==> src/design/aas_pkg.sv <==
`timescale 1ns / 1ps
`default_nettype none
package aas_pkg;

  localparam int unsigned MAX_STEPS  = 8;
  localparam int unsigned DATA_WIDTH = 16;
  localparam logic [15:0] VCAP = 16'((32'd1 << (DATA_WIDTH - 1)) - 32'd1);

  // configuration register indexes
  localparam logic [2:0] CFG_STEP_PLAN  = 3'd0;
  localparam logic [2:0] CFG_GAIN_FAR   = 3'd1;
  localparam logic [2:0] CFG_GAIN_NEAR  = 3'd2;
  localparam logic [2:0] CFG_TRANS_DIST = 3'd3;
  localparam logic [2:0] CFG_DECEL_DIST = 3'd4;
  localparam logic [2:0] CFG_LAT_LIM    = 3'd5;
  localparam logic [2:0] CFG_LON_LIM    = 3'd6;
  localparam logic [2:0] CFG_YAW_LIM    = 3'd7;

  // motion modes
  localparam logic [1:0] MODE_STILL = 2'd0;
  localparam logic [1:0] MODE_ROT   = 2'd1;
  localparam logic [1:0] MODE_LAT   = 2'd2;
  localparam logic [1:0] MODE_LON   = 2'd3;

  // step codes
  localparam logic [1:0] STEP_YAW  = 2'd0;
  localparam logic [1:0] STEP_LAT  = 2'd1;
  localparam logic [1:0] STEP_LON  = 2'd2;
  localparam logic [1:0] STEP_DIFF = 2'd3;

  // sequence phases
  localparam logic [1:0] PH_INIT   = 2'd0;
  localparam logic [1:0] PH_RUN    = 2'd1;
  localparam logic [1:0] PH_FINISH = 2'd2;

  // diff-lateral phases
  localparam logic [2:0] DP_IDLE    = 3'd0;
  localparam logic [2:0] DP_ROTATE  = 3'd1;
  localparam logic [2:0] DP_DRIVE   = 3'd2;
  localparam logic [2:0] DP_RESTORE = 3'd3;
  localparam logic [2:0] DP_DONE    = 3'd4;

  typedef enum logic [2:0] {
    SEL_YAW   = 3'd0,
    SEL_LAT   = 3'd1,
    SEL_LON   = 3'd2,
    SEL_HEAD  = 3'd3,
    SEL_DRIVE = 3'd4
  } axis_sel_e;

  typedef struct packed {
    logic              req_type;
    logic [1:0]        actual_mode;
    logic signed [15:0] lateral_offset;
    logic signed [15:0] longitudinal_offset;
    logic signed [15:0] yaw_offset;
    logic signed [15:0] heading_angle;
  } aas_in_t;

  typedef struct packed {
    logic signed [15:0] vel_x;
    logic signed [15:0] vel_y;
    logic signed [15:0] vel_z;
    logic [1:0]         wanted_mode;
    logic               align_done;
    logic               in_progress;
  } aas_out_t;

  typedef struct packed {
    logic [15:0] gain_far;
    logic [15:0] gain_near;
    logic [14:0] transition_dist;
    logic [14:0] decel_dist;
    logic [47:0] lateral_limits;
    logic [47:0] longitudinal_limits;
    logic [47:0] yaw_limits;
  } aas_cfg_t;

  typedef struct packed {
    logic      capture;
    axis_sel_e sel;
    logic      rule_commit;
    logic      clear_vel;
    logic      set_mode;
    logic [1:0] mode;
    logic      set_done;
    logic      clr_done;
    logic      prog;
    logic      emit;
  } aas_cmd_t;

  typedef struct packed {
    logic dead;
    logic mag_zero;
    logic out_free;
  } aas_sts_t;

endpackage
`default_nettype wire

==> src/design/aas_dp.sv <==
`timescale 1ns / 1ps
`default_nettype none
module aas_dp #(
  parameter int unsigned DATA_WIDTH = aas_pkg::DATA_WIDTH
) (
  input  wire logic              clk_i,
  input  wire logic              rst_ni,
  input  wire aas_pkg::aas_in_t  in_data_i,
  input  wire aas_pkg::aas_cfg_t cfg_i,
  input  wire aas_pkg::aas_cmd_t cmd_i,
  output aas_pkg::aas_sts_t      sts_o,
  output logic                   out_valid_o,
  input  wire logic              out_stall_i,
  output aas_pkg::aas_out_t      out_data_o
);
  import aas_pkg::*;

  // largest speed magnitude the velocity word may carry
  localparam logic [31:0] VCAP_W = 32'((64'd1 << (DATA_WIDTH - 1)) - 64'd1);

  logic signed [15:0] err_q;
  axis_sel_e          sel_q;
  logic [31:0]        prod_q;
  logic [19:0]        s_q;
  logic [39:0]        sq_q;
  logic [47:0]        cube_q;
  logic [15:0]        last_q, last_d;
  logic [15:0]        vx_q, vx_d, vy_q, vy_d, vz_q, vz_d;
  logic [1:0]         mode_q, mode_d;
  logic               done_q, done_d;
  logic               out_valid_q;
  aas_out_t           out_q;

  logic [15:0] eabs, dead_lim, smin, smax, gain, mag, vel;
  logic [47:0] lim;
  logic        far, decel, dead;
  logic [27:0] sq_sat;
  logic [17:0] smin3;
  logic [39:0] t, s1, s2;
  logic [15:0] s3;

  // pick the limits for the active axis
  always_comb begin
    case (sel_q)
      SEL_LAT, SEL_DRIVE: lim = cfg_i.lateral_limits;
      SEL_LON:            lim = cfg_i.longitudinal_limits;
      default:            lim = cfg_i.yaw_limits;
    endcase
  end

  assign eabs     = err_q[15] ? 16'(-err_q) : 16'(err_q);
  assign dead_lim = lim[15:0];
  assign smin     = lim[31:16];
  assign smax     = lim[47:32];
  assign far      = {1'b0, eabs} > {2'b0, cfg_i.transition_dist};
  assign decel    = {1'b0, eabs} < {2'b0, cfg_i.decel_dist};
  assign dead     = eabs <= dead_lim;
  assign gain     = far ? cfg_i.gain_far : cfg_i.gain_near;
  assign sq_sat   = (sq_q >= 40'h800_0000) ? 28'h800_0000 : {1'b0, sq_q[26:0]};

  // capture the error and run the multiply chain
  always_ff @(posedge clk_i) begin
    if (cmd_i.capture) begin
      sel_q <= cmd_i.sel;
      case (cmd_i.sel)
        SEL_YAW:            err_q <= in_data_i.yaw_offset;
        SEL_LAT, SEL_DRIVE: err_q <= in_data_i.lateral_offset;
        SEL_LON:            err_q <= in_data_i.longitudinal_offset;
        default:            err_q <= in_data_i.heading_angle;
      endcase
    end
    prod_q <= {16'b0, gain} * {16'b0, eabs};
    s_q    <= prod_q[31:12];
    sq_q   <= {20'b0, prod_q[31:12]} * {20'b0, prod_q[31:12]};
    cube_q <= {20'b0, sq_sat} * {28'b0, s_q};
  end

  // speed rule: decay, jump hold, clamps
  always_comb begin
    smin3 = ({2'b0, smin} << 1) + {2'b0, smin};
    t     = decel ? cube_q[47:8] : {20'b0, s_q};
    if (far) s1 = {20'b0, s_q};
    else if (t > {22'b0, smin3}) s1 = {24'b0, last_q};
    else s1 = t;
    s2 = (s1 < {24'b0, smin}) ? {24'b0, smin} : s1;
    s3 = (s2 > {24'b0, smax}) ? smax : s2[15:0];
    if ({16'b0, s3} > VCAP_W) s3 = VCAP_W[15:0];
    mag = dead ? 16'd0 : s3;
    vel = (!err_q[15] && (err_q != 16'sd0)) ? 16'(-mag) : mag;
  end

  // next held state
  always_comb begin
    vx_d = vx_q; vy_d = vy_q; vz_d = vz_q;
    mode_d = mode_q; done_d = done_q; last_d = last_q;
    if (cmd_i.rule_commit) begin
      last_d = mag;
      case (sel_q)
        SEL_LAT:            vx_d = vel;
        SEL_LON, SEL_DRIVE: vy_d = vel;
        default:            vz_d = vel;
      endcase
    end
    if (cmd_i.clear_vel) begin
      vx_d = '0; vy_d = '0; vz_d = '0;
    end
    if (cmd_i.set_mode) mode_d = cmd_i.mode;
    if (cmd_i.set_done) done_d = 1'b1;
    if (cmd_i.clr_done) done_d = 1'b0;
  end

  // commit state and load the result beat
  always_ff @(posedge clk_i or negedge rst_ni) begin
    if (!rst_ni) begin
      vx_q <= '0; vy_q <= '0; vz_q <= '0;
      mode_q <= MODE_STILL; done_q <= 1'b0; last_q <= '0;
      out_valid_q <= 1'b0;
    end else begin
      if (cmd_i.emit) begin
        vx_q <= vx_d; vy_q <= vy_d; vz_q <= vz_d;
        mode_q <= mode_d; done_q <= done_d; last_q <= last_d;
        out_valid_q <= 1'b1;
      end else if (!out_stall_i) begin
        out_valid_q <= 1'b0;
      end
    end
  end

  always_ff @(posedge clk_i) begin
    if (cmd_i.emit) begin
      out_q.vel_x       <= vx_d;
      out_q.vel_y       <= vy_d;
      out_q.vel_z       <= vz_d;
      out_q.wanted_mode <= mode_d;
      out_q.align_done  <= done_d;
      out_q.in_progress <= cmd_i.prog;
    end
  end

  assign sts_o.dead     = dead;
  assign sts_o.mag_zero = (mag == 16'd0);
  assign sts_o.out_free = !out_valid_q || !out_stall_i;
  assign out_valid_o    = out_valid_q;
  assign out_data_o     = out_q;

endmodule
`default_nettype wire

==> src/design/aas_ctrl.sv <==
`timescale 1ns / 1ps
`default_nettype none
module aas_ctrl #(
  parameter int unsigned MAX_STEPS = aas_pkg::MAX_STEPS
) (
  input  wire logic              clk_i,
  input  wire logic              rst_ni,
  input  wire logic              in_valid_i,
  output logic                   in_stall_o,
  input  wire logic              req_type_i,
  input  wire logic [1:0]        actual_mode_i,
  input  wire logic [19:0]       step_plan_i,
  input  wire aas_pkg::aas_sts_t sts_i,
  output aas_pkg::aas_cmd_t      cmd_o
);
  import aas_pkg::*;

  typedef enum logic [4:0] {
    S_IDLE = 5'b00001,
    S_MUL1 = 5'b00010,
    S_MUL2 = 5'b00100,
    S_MUL3 = 5'b01000,
    S_DONE = 5'b10000
  } state_e;

  state_e     state_q, state_d;
  logic [1:0] phase_q, phase_d;
  logic [3:0] idx_q, idx_d;
  logic [2:0] diff_q, diff_d;
  logic       req_q;
  logic [1:0] am_q;

  logic [3:0] count;
  logic [1:0] code;
  logic       at_end;
  axis_sel_e  sel;
  logic [1:0] want;
  logic       accept;

  assign accept     = in_valid_i && (state_q == S_IDLE);
  assign in_stall_o = (state_q != S_IDLE);

  // decode the current step
  always_comb begin
    count  = (step_plan_i[3:0] > 4'(MAX_STEPS)) ? 4'(MAX_STEPS) : step_plan_i[3:0];
    code   = step_plan_i[4 + 2 * idx_q[2:0] +: 2];
    at_end = idx_q >= count;
    sel    = SEL_YAW;
    want   = MODE_ROT;
    case (code)
      STEP_LAT: begin sel = SEL_LAT; want = MODE_LAT; end
      STEP_LON: begin sel = SEL_LON; want = MODE_LON; end
      STEP_DIFF: begin
        if (diff_q == DP_DRIVE) begin
          sel = SEL_DRIVE; want = MODE_LON;
        end else begin
          sel = SEL_HEAD; want = MODE_ROT;
        end
      end
      default: begin sel = SEL_YAW; want = MODE_ROT; end
    endcase
  end

  // sequence commands and the next phase on the commit cycle
  always_comb begin
    state_d = state_q;
    phase_d = phase_q; idx_d = idx_q; diff_d = diff_q;
    cmd_o = '0;
    cmd_o.capture = accept;
    cmd_o.sel     = sel;
    cmd_o.mode    = want;
    cmd_o.prog    = 1'b1;
    case (state_q)
      S_IDLE: if (accept) state_d = S_MUL1;
      S_MUL1: state_d = S_MUL2;
      S_MUL2: state_d = S_MUL3;
      S_MUL3: state_d = S_DONE;
      S_DONE: begin
        if (sts_i.out_free) begin
          cmd_o.emit = 1'b1;
          state_d    = S_IDLE;
          if (req_q) begin
            phase_d = PH_INIT; idx_d = '0; diff_d = DP_IDLE;
            cmd_o.clr_done = 1'b1; cmd_o.clear_vel = 1'b1;
          end else if (phase_q == PH_RUN) begin
            if (at_end) begin
              phase_d = PH_FINISH;
            end else if (code != STEP_DIFF) begin
              cmd_o.set_mode = 1'b1;
              if (am_q == want) begin
                cmd_o.rule_commit = 1'b1;
                if (sts_i.dead) idx_d = idx_q + 4'd1;
              end
            end else begin
              case (diff_q)
                DP_ROTATE, DP_DRIVE, DP_RESTORE: begin
                  cmd_o.set_mode = 1'b1;
                  if (am_q == want) begin
                    cmd_o.rule_commit = 1'b1;
                    if (diff_q == DP_RESTORE) begin
                      if (sts_i.dead) diff_d = DP_DONE;
                    end else if (sts_i.mag_zero) begin
                      diff_d = diff_q + 3'd1;
                    end
                  end
                end
                DP_DONE: idx_d = idx_q + 4'd1;
                default: diff_d = DP_ROTATE;
              endcase
            end
          end else if (phase_q == PH_FINISH) begin
            cmd_o.prog = 1'b0;
            phase_d = PH_INIT; idx_d = '0; diff_d = DP_IDLE;
            cmd_o.clear_vel = 1'b1; cmd_o.set_done = 1'b1;
          end else begin
            cmd_o.clear_vel = 1'b1;
            cmd_o.set_mode  = 1'b1;
            cmd_o.mode      = MODE_STILL;
            idx_d = '0; phase_d = PH_RUN;
          end
        end
      end
      default: state_d = S_IDLE;
    endcase
  end

  always_ff @(posedge clk_i or negedge rst_ni) begin
    if (!rst_ni) begin
      state_q <= S_IDLE;
      phase_q <= PH_INIT;
      idx_q   <= '0;
      diff_q  <= DP_IDLE;
    end else begin
      state_q <= state_d;
      phase_q <= phase_d;
      idx_q   <= idx_d;
      diff_q  <= diff_d;
    end
  end

  // hold the request kind and reported mode of the beat
  always_ff @(posedge clk_i) begin
    if (accept) begin
      req_q <= req_type_i;
      am_q  <= actual_mode_i;
    end
  end

endmodule
`default_nettype wire

==> src/design/axis_alignment_sequencer.sv <==
`timescale 1ns / 1ps
`default_nettype none
// Channel   Direction  Handshake                    Payload
// in        input      in_valid_i / in_stall_o      aas_in_t tick or restart
// out       output     out_valid_o / out_stall_i    aas_out_t velocities, mode, flags
// cfg       input      cfg_we_i, cfg_addr_i         cfg_wdata_i, 48 bits
//
// The result beat is loaded once the error is captured, the gain, square
// and cube multiplies register in turn and the result register is free.
// One beat is in work at a time, so a new beat is taken only after the last
// one is emitted; it is taken while the result register still waits.
// Reset clears all sequence state, held velocities and configuration.
// A stalled output holds the commit cycle until the result register frees.
module axis_alignment_sequencer #(
  parameter int unsigned MAX_STEPS  = aas_pkg::MAX_STEPS,
  parameter int unsigned DATA_WIDTH = aas_pkg::DATA_WIDTH
) (
  input  wire logic             clk_i,
  input  wire logic             rst_ni,
  input  wire logic             in_valid_i,
  output logic                  in_stall_o,
  input  wire aas_pkg::aas_in_t in_data_i,
  output logic                  out_valid_o,
  input  wire logic             out_stall_i,
  output aas_pkg::aas_out_t     out_data_o,
  input  wire logic             cfg_we_i,
  input  wire logic [2:0]       cfg_addr_i,
  input  wire logic [47:0]      cfg_wdata_i
);
  import aas_pkg::*;

  logic [19:0] plan_q;
  aas_cfg_t    cfg_q;
  aas_cmd_t    cmd;
  aas_sts_t    sts;

  // configuration registers
  always_ff @(posedge clk_i or negedge rst_ni) begin
    if (!rst_ni) begin
      plan_q <= '0;
      cfg_q  <= '0;
    end else if (cfg_we_i) begin
      case (cfg_addr_i)
        CFG_STEP_PLAN:  plan_q                    <= cfg_wdata_i[19:0];
        CFG_GAIN_FAR:   cfg_q.gain_far            <= cfg_wdata_i[15:0];
        CFG_GAIN_NEAR:  cfg_q.gain_near           <= cfg_wdata_i[15:0];
        CFG_TRANS_DIST: cfg_q.transition_dist     <= cfg_wdata_i[14:0];
        CFG_DECEL_DIST: cfg_q.decel_dist          <= cfg_wdata_i[14:0];
        CFG_LAT_LIM:    cfg_q.lateral_limits      <= cfg_wdata_i;
        CFG_LON_LIM:    cfg_q.longitudinal_limits <= cfg_wdata_i;
        CFG_YAW_LIM:    cfg_q.yaw_limits          <= cfg_wdata_i;
        default:        plan_q                    <= plan_q;
      endcase
    end
  end

  aas_ctrl #(
    .MAX_STEPS (MAX_STEPS)
  ) u_ctrl (
    .clk_i         (clk_i),
    .rst_ni        (rst_ni),
    .in_valid_i    (in_valid_i),
    .in_stall_o    (in_stall_o),
    .req_type_i    (in_data_i.req_type),
    .actual_mode_i (in_data_i.actual_mode),
    .step_plan_i   (plan_q),
    .sts_i         (sts),
    .cmd_o         (cmd)
  );

  aas_dp #(
    .DATA_WIDTH (DATA_WIDTH)
  ) u_dp (
    .clk_i       (clk_i),
    .rst_ni      (rst_ni),
    .in_data_i   (in_data_i),
    .cfg_i       (cfg_q),
    .cmd_i       (cmd),
    .sts_o       (sts),
    .out_valid_o (out_valid_o),
    .out_stall_i (out_stall_i),
    .out_data_o  (out_data_o)
  );

endmodule
`default_nettype wire
==> config.mk <==
export PLATFORM = sky130hd
export DESIGN_NAME = axis_alignment_sequencer
export DESIGN_NICKNAME = d
export VERILOG_FILES = /design/src/design/aas_pkg.sv /design/src/design/aas_dp.sv /design/src/design/aas_ctrl.sv /design/src/design/axis_alignment_sequencer.sv
export SDC_FILE = /design/constraint.sdc
export NUM_CORES = 2
export LEC_CHECK = 0
export ABC_CLOCK_PERIOD_IN_PS = 11400
export BUFFER_PORTS_ARGS = -buffer_cell sky130_fd_sc_hd__buf_2
export CORE_UTILIZATION = 55
export CTS_CLUSTER_DIAMETER = 100
export CTS_CLUSTER_SIZE = 24
export DETAILED_ROUTE_END_ITERATION = 10
export GPL_ROUTABILITY_DRIVEN = 1
export PLACE_DENSITY = 0.74
export SETUP_SLACK_MARGIN = 0.15
export SLEW_MARGIN = 20
export SYNTH_ARGS = -nofsm -noshare
export SYNTH_HDL_FRONTEND = slang
export SYNTH_SLANG_ARGS = --single-unit
==> constraint.sdc <==
create_clock -name clk_i -period 11.4 [get_ports clk_i]
set_clock_uncertainty 0.15 [all_clocks]
set_input_delay 1.14 -clock clk_i [delete_from_list [all_inputs] [get_ports clk_i]]
set_output_delay 1.14 -clock clk_i [all_outputs]
set_load 0.02 [all_outputs]
Word-level counts from Yosys, hierarchy flattened
Index checks and enable logic that the tools add are counted.
{ "op_classes": {"add_sub_neg": 6, "n_mul": 3, "magnitude_cmp": 10, "n_eq_ne": 43, "shifts": 1, "muxes": 78, "n_bitwise": 2, "n_reduce_logical": 30} }
{ "ops": {"columns": ["operator", "count"], "rows": [
  ["$mux 16", 15],
  ["$mux 40", 4],
  ["$pmux 48 s2", 1],
  ["$mul 28x20->48", 1],
  ["$pmux 16 s3", 1],
  ["$ge 40x28->1 const B", 1],
  ["$gt 40x16->1", 1],
  ["$gt 40x18->1", 1],
  ["$lt 40x16->1", 1],
  ["$mul 20x20->40", 1],
  ["$mux 3", 12],
  ["$mux 4", 9],
  ["$shiftx 20x33->2", 1],
  ["$mul 16x16->32", 1],
  ["$neg 16->16", 2],
  ["$mux 28", 1],
  ["$pmux 5 s5", 1],
  ["$mux 1", 22],
  ["$eq 3x3->1 const B", 7],
  ["$reduce_and 2->1", 10],
  ["$add 17x16->18", 1],
  ["$eq 3x2->1 const B", 6],
  ["$mux 9", 2],
  ["$gt 16x15->1", 1],
  ["45 further kinds", 70]
]} }
{ "word_totals": {"regBits": 522, "inputBits": 123, "output_inout_bits": 54} }

Depth between registers and ports, before layout
{ "depth": {"depth_word": 23, "depth_mapped": 68, "ltp_nobuf": 62} }

Hierarchy
From an unflattened synthesis, not the netlist that was laid out.
{ "hier_totals": {"cells_unflattened": 6244, "hier_area_um2": 60494.3} }
{ "modules_own_cells": {"columns": ["module", "instances", "cells_each", "area_each_um2", "seq_area_each_um2"], "rows": [
  ["aas_dp", 1, 5606, 50631.1, 6195.9],
  ["axis_alignment_sequencer", 1, 484, 8414.3, 5655.4],
  ["aas_ctrl", 1, 154, 1448.9, 441.7]
]} }

Least setup slack after synthesis
No wires, ideal clock.
{ "synth_timing": {"path_type": "reg-to-reg", "start": "reg u_dp.sel_q[2]", "end": "reg u_dp.out_q (netlist bit u_dp.out_data_o[16]), data pin", "setup_ps": 275, "arrival_time_ps": 12139, "required_time_ps": 10975, "path_slack_ps": -1164, "stages_incl_launch_ff": 64, "period_less_slack_ps": 12564, "cell_sequence": "edfxtp_1 > clkbuf_1 > nor3b_1 > nor2_1 > clkbuf_1 > clkbuf_1 > a221o_1 > ha_1 > fa_1 > a21oi_1 > nor2_1 > nor2_1 > o21bai_1 > a21oi_1 > o21bai_1 > a21oi_1 > nor2b_1 > o21a_1 > [28 not listed] > a2111oi_0 > o21ai_0 > a31o_2 > a211oi_1 > o2bb2a_1 > o21ai_1 > buf_4 > o21a_4 > buf_6 > clkbuf_1 > o21ai_0 > ha_1 > buf_1 > and2_1 > a41oi_2 > o21ai_2 > xor2_2 > a211oi_1"} }
{ "synth_via": {"elab_chain_cells": 19} }
{ "synth_lines": {"columns": ["element", "line", "rtl"], "rows": [
  ["from (decl)", "aas_dp.sv:22", "axis_sel_e sel_q;"],
  ["from (signal assigned)", "aas_dp.sv:64", "sel_q <= cmd_i.sel;"],
  ["$eq 3x1->1 / $eq 3x3->1 (equally long branches)", "aas_dp.sv:44, aas_dp.sv:98", null],
  ["$reduce_or 2->1", "aas_dp.sv:44", "case (sel_q)"],
  ["$pmux 48 s2", "aas_dp.sv:44", null],
  ["$add 17x16->18", "aas_dp.sv:80", "smin3 = ({2'b0, smin} << 1) + {2'b0, smin};"],
  ["$gt 40x18->1", "aas_dp.sv:83", "else if (t > {22'b0, smin3}) s1 = {24'b0, last_q};"],
  ["$mux 40", "aas_dp.sv:83", null],
  ["$mux 40", "aas_dp.sv:82", "if (far) s1 = {20'b0, s_q};"],
  ["$lt 40x16->1", "aas_dp.sv:85", "s2 = (s1 < {24'b0, smin}) ? {24'b0, smin} : s1;"],
  ["[4 not listed]", null, null],
  ["$mux 16", "aas_dp.sv:87", "if ({16'b0, s3} > VCAP_W) s3 = VCAP_W[15:0];"],
  ["$mux 16", "aas_dp.sv:88", "mag = dead ? 16'd0 : s3;"],
  ["$neg 16->16", "aas_dp.sv:89", "vel = (!err_q[15] && (err_q != 16'sd0)) ? 16'(-mag) : mag;"],
  ["$mux 16", "aas_dp.sv:89", null],
  ["$mux 16 *", "aas_dp.sv:98", "case (sel_q)"],
  ["$mux 16 *", "aas_dp.sv:96", "if (cmd_i.rule_commit) begin"],
  ["$mux 16 *", "aas_dp.sv:104", "if (cmd_i.clear_vel) begin"],
  ["net u_dp.vz_d[12]", "aas_dp.sv:28", "logic [15:0] vx_q, vx_d, vy_q, vy_d, vz_q, vz_d;"],
  ["to (decl)", "aas_dp.sv:32", "aas_out_t out_q;"]
]} }
The timed path passes the listed nets; every way through them passes the cells marked *.
A chain may end at the register's enable or synchronous reset.

Worst setup path after layout
Same ends and word-level chain as after synthesis.

==> metrics.txt <==
full die area=0.109 sq mm; commonest non-fill, non-tap cell in the layout=inv_1; cell area after layout=0.0648 sq mm; initial drt markers=3058; most used cell, CP=a21oi_2; nature of the critical path endpoint=flop; Max Slew Vio Count=0; f_max=between 80 and 90 MHz; Unique masters post-synth=96; Inst Count DP=around 7600; drt pass-1 iters=11; slowest stage cell, crit path=edfxtp_1; die height=331 um; largest cells by area after synthesis=fa_1, dfrtp_1, ha_1, inv_1, nand2_1; final setup fails=1; initial antenna violation count=9; IO Count=~180; Crit Path Max Fanout=7; synthesized area=approximately 0.059 sq mm; top-area cell type share of the netlist area=a little under a third; number of synthesized flops with an enable pin=74; synthesized instance count=roughly 6100; ys async rst share=approximately three fifths; WL per Instance=19.6 um; CTS tree=done; setup TNS=-0.00257 ns; most frequent cells in the layout=inv_1, fa_1, nand2_1, ha_1, dfrtp_1; clock transition at the registers of the reported paths=about 0.1 ns; required time of the critical path=between 10 and 15 ns; Vias per Instance=about 5.6; area leader, netlist=fa_1; register area share after synthesis=between 20% and 30%; drt total wl=around 150000 um; clock sink count=500; Synth Flop Type=dfrtp_1; Starting Density=between 50% and 60%; relative slew slack=roughly 15%; max-cap violations=0; number of buffers created by CTS=28; Worst-Margin Slew=~1.3 ns; clk buf depth=3; H-tree depth=1; Setup CP Type=flop to flop; crit path launch type=flop; total grt overflow=0; DIE WIDTH=between 300 and 400 um; GPL Wtd Cong=0.928; GRT met2 Usage=a little under half; crit path setup slack, layout=-0.00257 ns; number of routed nets with antenna violations=0; Ys Warns=0; Fin. Hold Viols=0; worst hold path class=flop to flop; status=complete, but fails checks; port bufs=around 180; first-pass GRT wire length=about 240000 um; post-synthesis register bit count=500; Final nets=between 7000 and 8000; clk root buf=clkbuf_16; GR met3 Demand/Resource=between 4 and 5%; pin count of the biggest net entering global routing=roughly 190; mean area per synthesized cell=roughly 9.7 sq um; unrepaired setup endpoints after global routing=yes; vias in the first global route=~46000; DPL Wire Length=between 100000 and 150000 um; WP data arrival=approximately 12 ns; Area after DPL=about 0.063 sq mm; share of post-route cells with drive strength above 1=between 10% and 20%; synthesis-to-layout area growth=9.05%; Tot GR Track Use=approximately 28%; failing checks=design-rule violations, negative setup slack; CTS Hold Bufs=0; grt peak-use layer=met2; Cell Count, Final, Fillers Out=roughly 7700; drc violations=5; total number of vias=between 40000 and 50000; Crit path largest cell delay=about 0.47 ns; Tmin final=11.40 ns; row count=120; Tcrit/Tclk final=100%; CORE AREA=0.107 sq mm; GR Util met1=between 30% and 40%; clock latency on the worst-skew pair=slightly below 0.7 ns
-- routing by layer --
metal,vias up,share of wire [%]
met4,12,3.1
met3,293,7.2
met2,1463,48
met5,-,0.051
met1,22228,41
li1,19673,-
-- synth_stat cells (51+ instances only) --
cell type and number:
nor2_1 254, dfrtp_1 307, edfxtp_1 74, and3_1 166
and2_1 168, nor2b_1 51, xnor2_1 91, o21ai_0 130
a21oi_1 180, fa_1 936, clkbuf_1 245, ha_1 528
mux2_2 233, dfxtp_1 118, nand2_1 815, a21o_1 55
mux2i_1 60, a211oi_1 82, inv_1 1126
-- critical path, delay by kind of cell, from the launching register on --
family / cells / cell delay [ns]
multiplexers: 3 / 0.56
flip-flops: 1 / 0.47
adder cells (fa/ha/maj): 5 / 1.41
AO/OA/AOI/OAI: 30 / 5.10
AND/OR/NAND/NOR: 12 / 2.00
buffers and inverters: 6 / 0.96
XOR/XNOR: 2 / 0.44
-- flip-flops by register name (all words and copies together), names as in the netlist, 4 cells and up --
| name | count |
|---|---|
| cfg_q | 206 |
| plan_q | 20 |
| u_ctrl.idx_q | 4 |
| u_ctrl.state_q | 5 |
| u_dp.cube_q | 40 |
| u_dp.err_q | 16 |
| u_dp.last_q | 16 |
| u_dp.out_data_o | 52 |
| u_dp.prod_q | 20 |
| u_dp.s_q | 20 |
| u_dp.sq_q | 38 |
| u_dp.vx_q | 16 |
| u_dp.vy_q | 16 |
| u_dp.vz_q | 16 |
-- cell type report --
class | instances | area (sq um)
tap | 1403 | 1760
clock buffer | 40 | 746
timing repair buffer | 434 | 2950
fill | 8836 | 42300
multi-input combinational | 4212 | 42600
antenna | 2 | 5.00
sequential | 500 | 12300
clock inverter | 11 | 155
inverter | 1129 | 4240
-- cells by family after synthesis --
logic type,share of synthesized area (%)
buf+inv,8.91
compound gates,7.28
xor+xnor,2.02
mux,5.61
fa+ha+maj,42.7
simple gates,12.8
flops,20.7
other cells,0.0126
-- metrics by stage --
stage / hold slack, ns / util, % / worst slack (ns)
CTS: 0.333 / 60.0 / 0.131
global route: 0.349 / 60.5 / -0.539
global placement: 0.302 / 58.6 / -0.122
detailed placement: 0.310 / 58.6 / -0.299
floorplan: 0.179 / - / 0.0964
finish: 0.331 / 60.5 / -0.00257
-- worst paths after layout --
check	startpoint	endpoint	slack [ns]	cells past startpoint
worst max-delay path	u_dp.sel_q[2]	u_dp.out_data_o[16]	-0.003	58
worst min-delay path	u_dp.mode_q[1]	u_dp.mode_q[1]	0.33	2
worst max register to register	u_dp.sel_q[2]	u_dp.out_data_o[16]	-0.003	58
worst min register to register	u_dp.mode_q[1]	u_dp.mode_q[1]	0.33	2
max in group asynchronous	rst_ni	cfg_q[122]	9.06	2
min in group asynchronous	rst_ni	u_dp.vx_q[14]	0.41	1
-- what timing repair did --
item | CTS | global route
resized for setup | 33 | 76
pin swaps | 23 | 42
gates cloned | 1 | 1
buffers inserted | 47 | 26
endpoints found under the hold margin | 0 | 0
setup endpoints to repair | 92 | 120
Power is left out: the tool's default activity adds up to more than one toggle a clock period on the data nets, which glitch-free logic cannot reach.
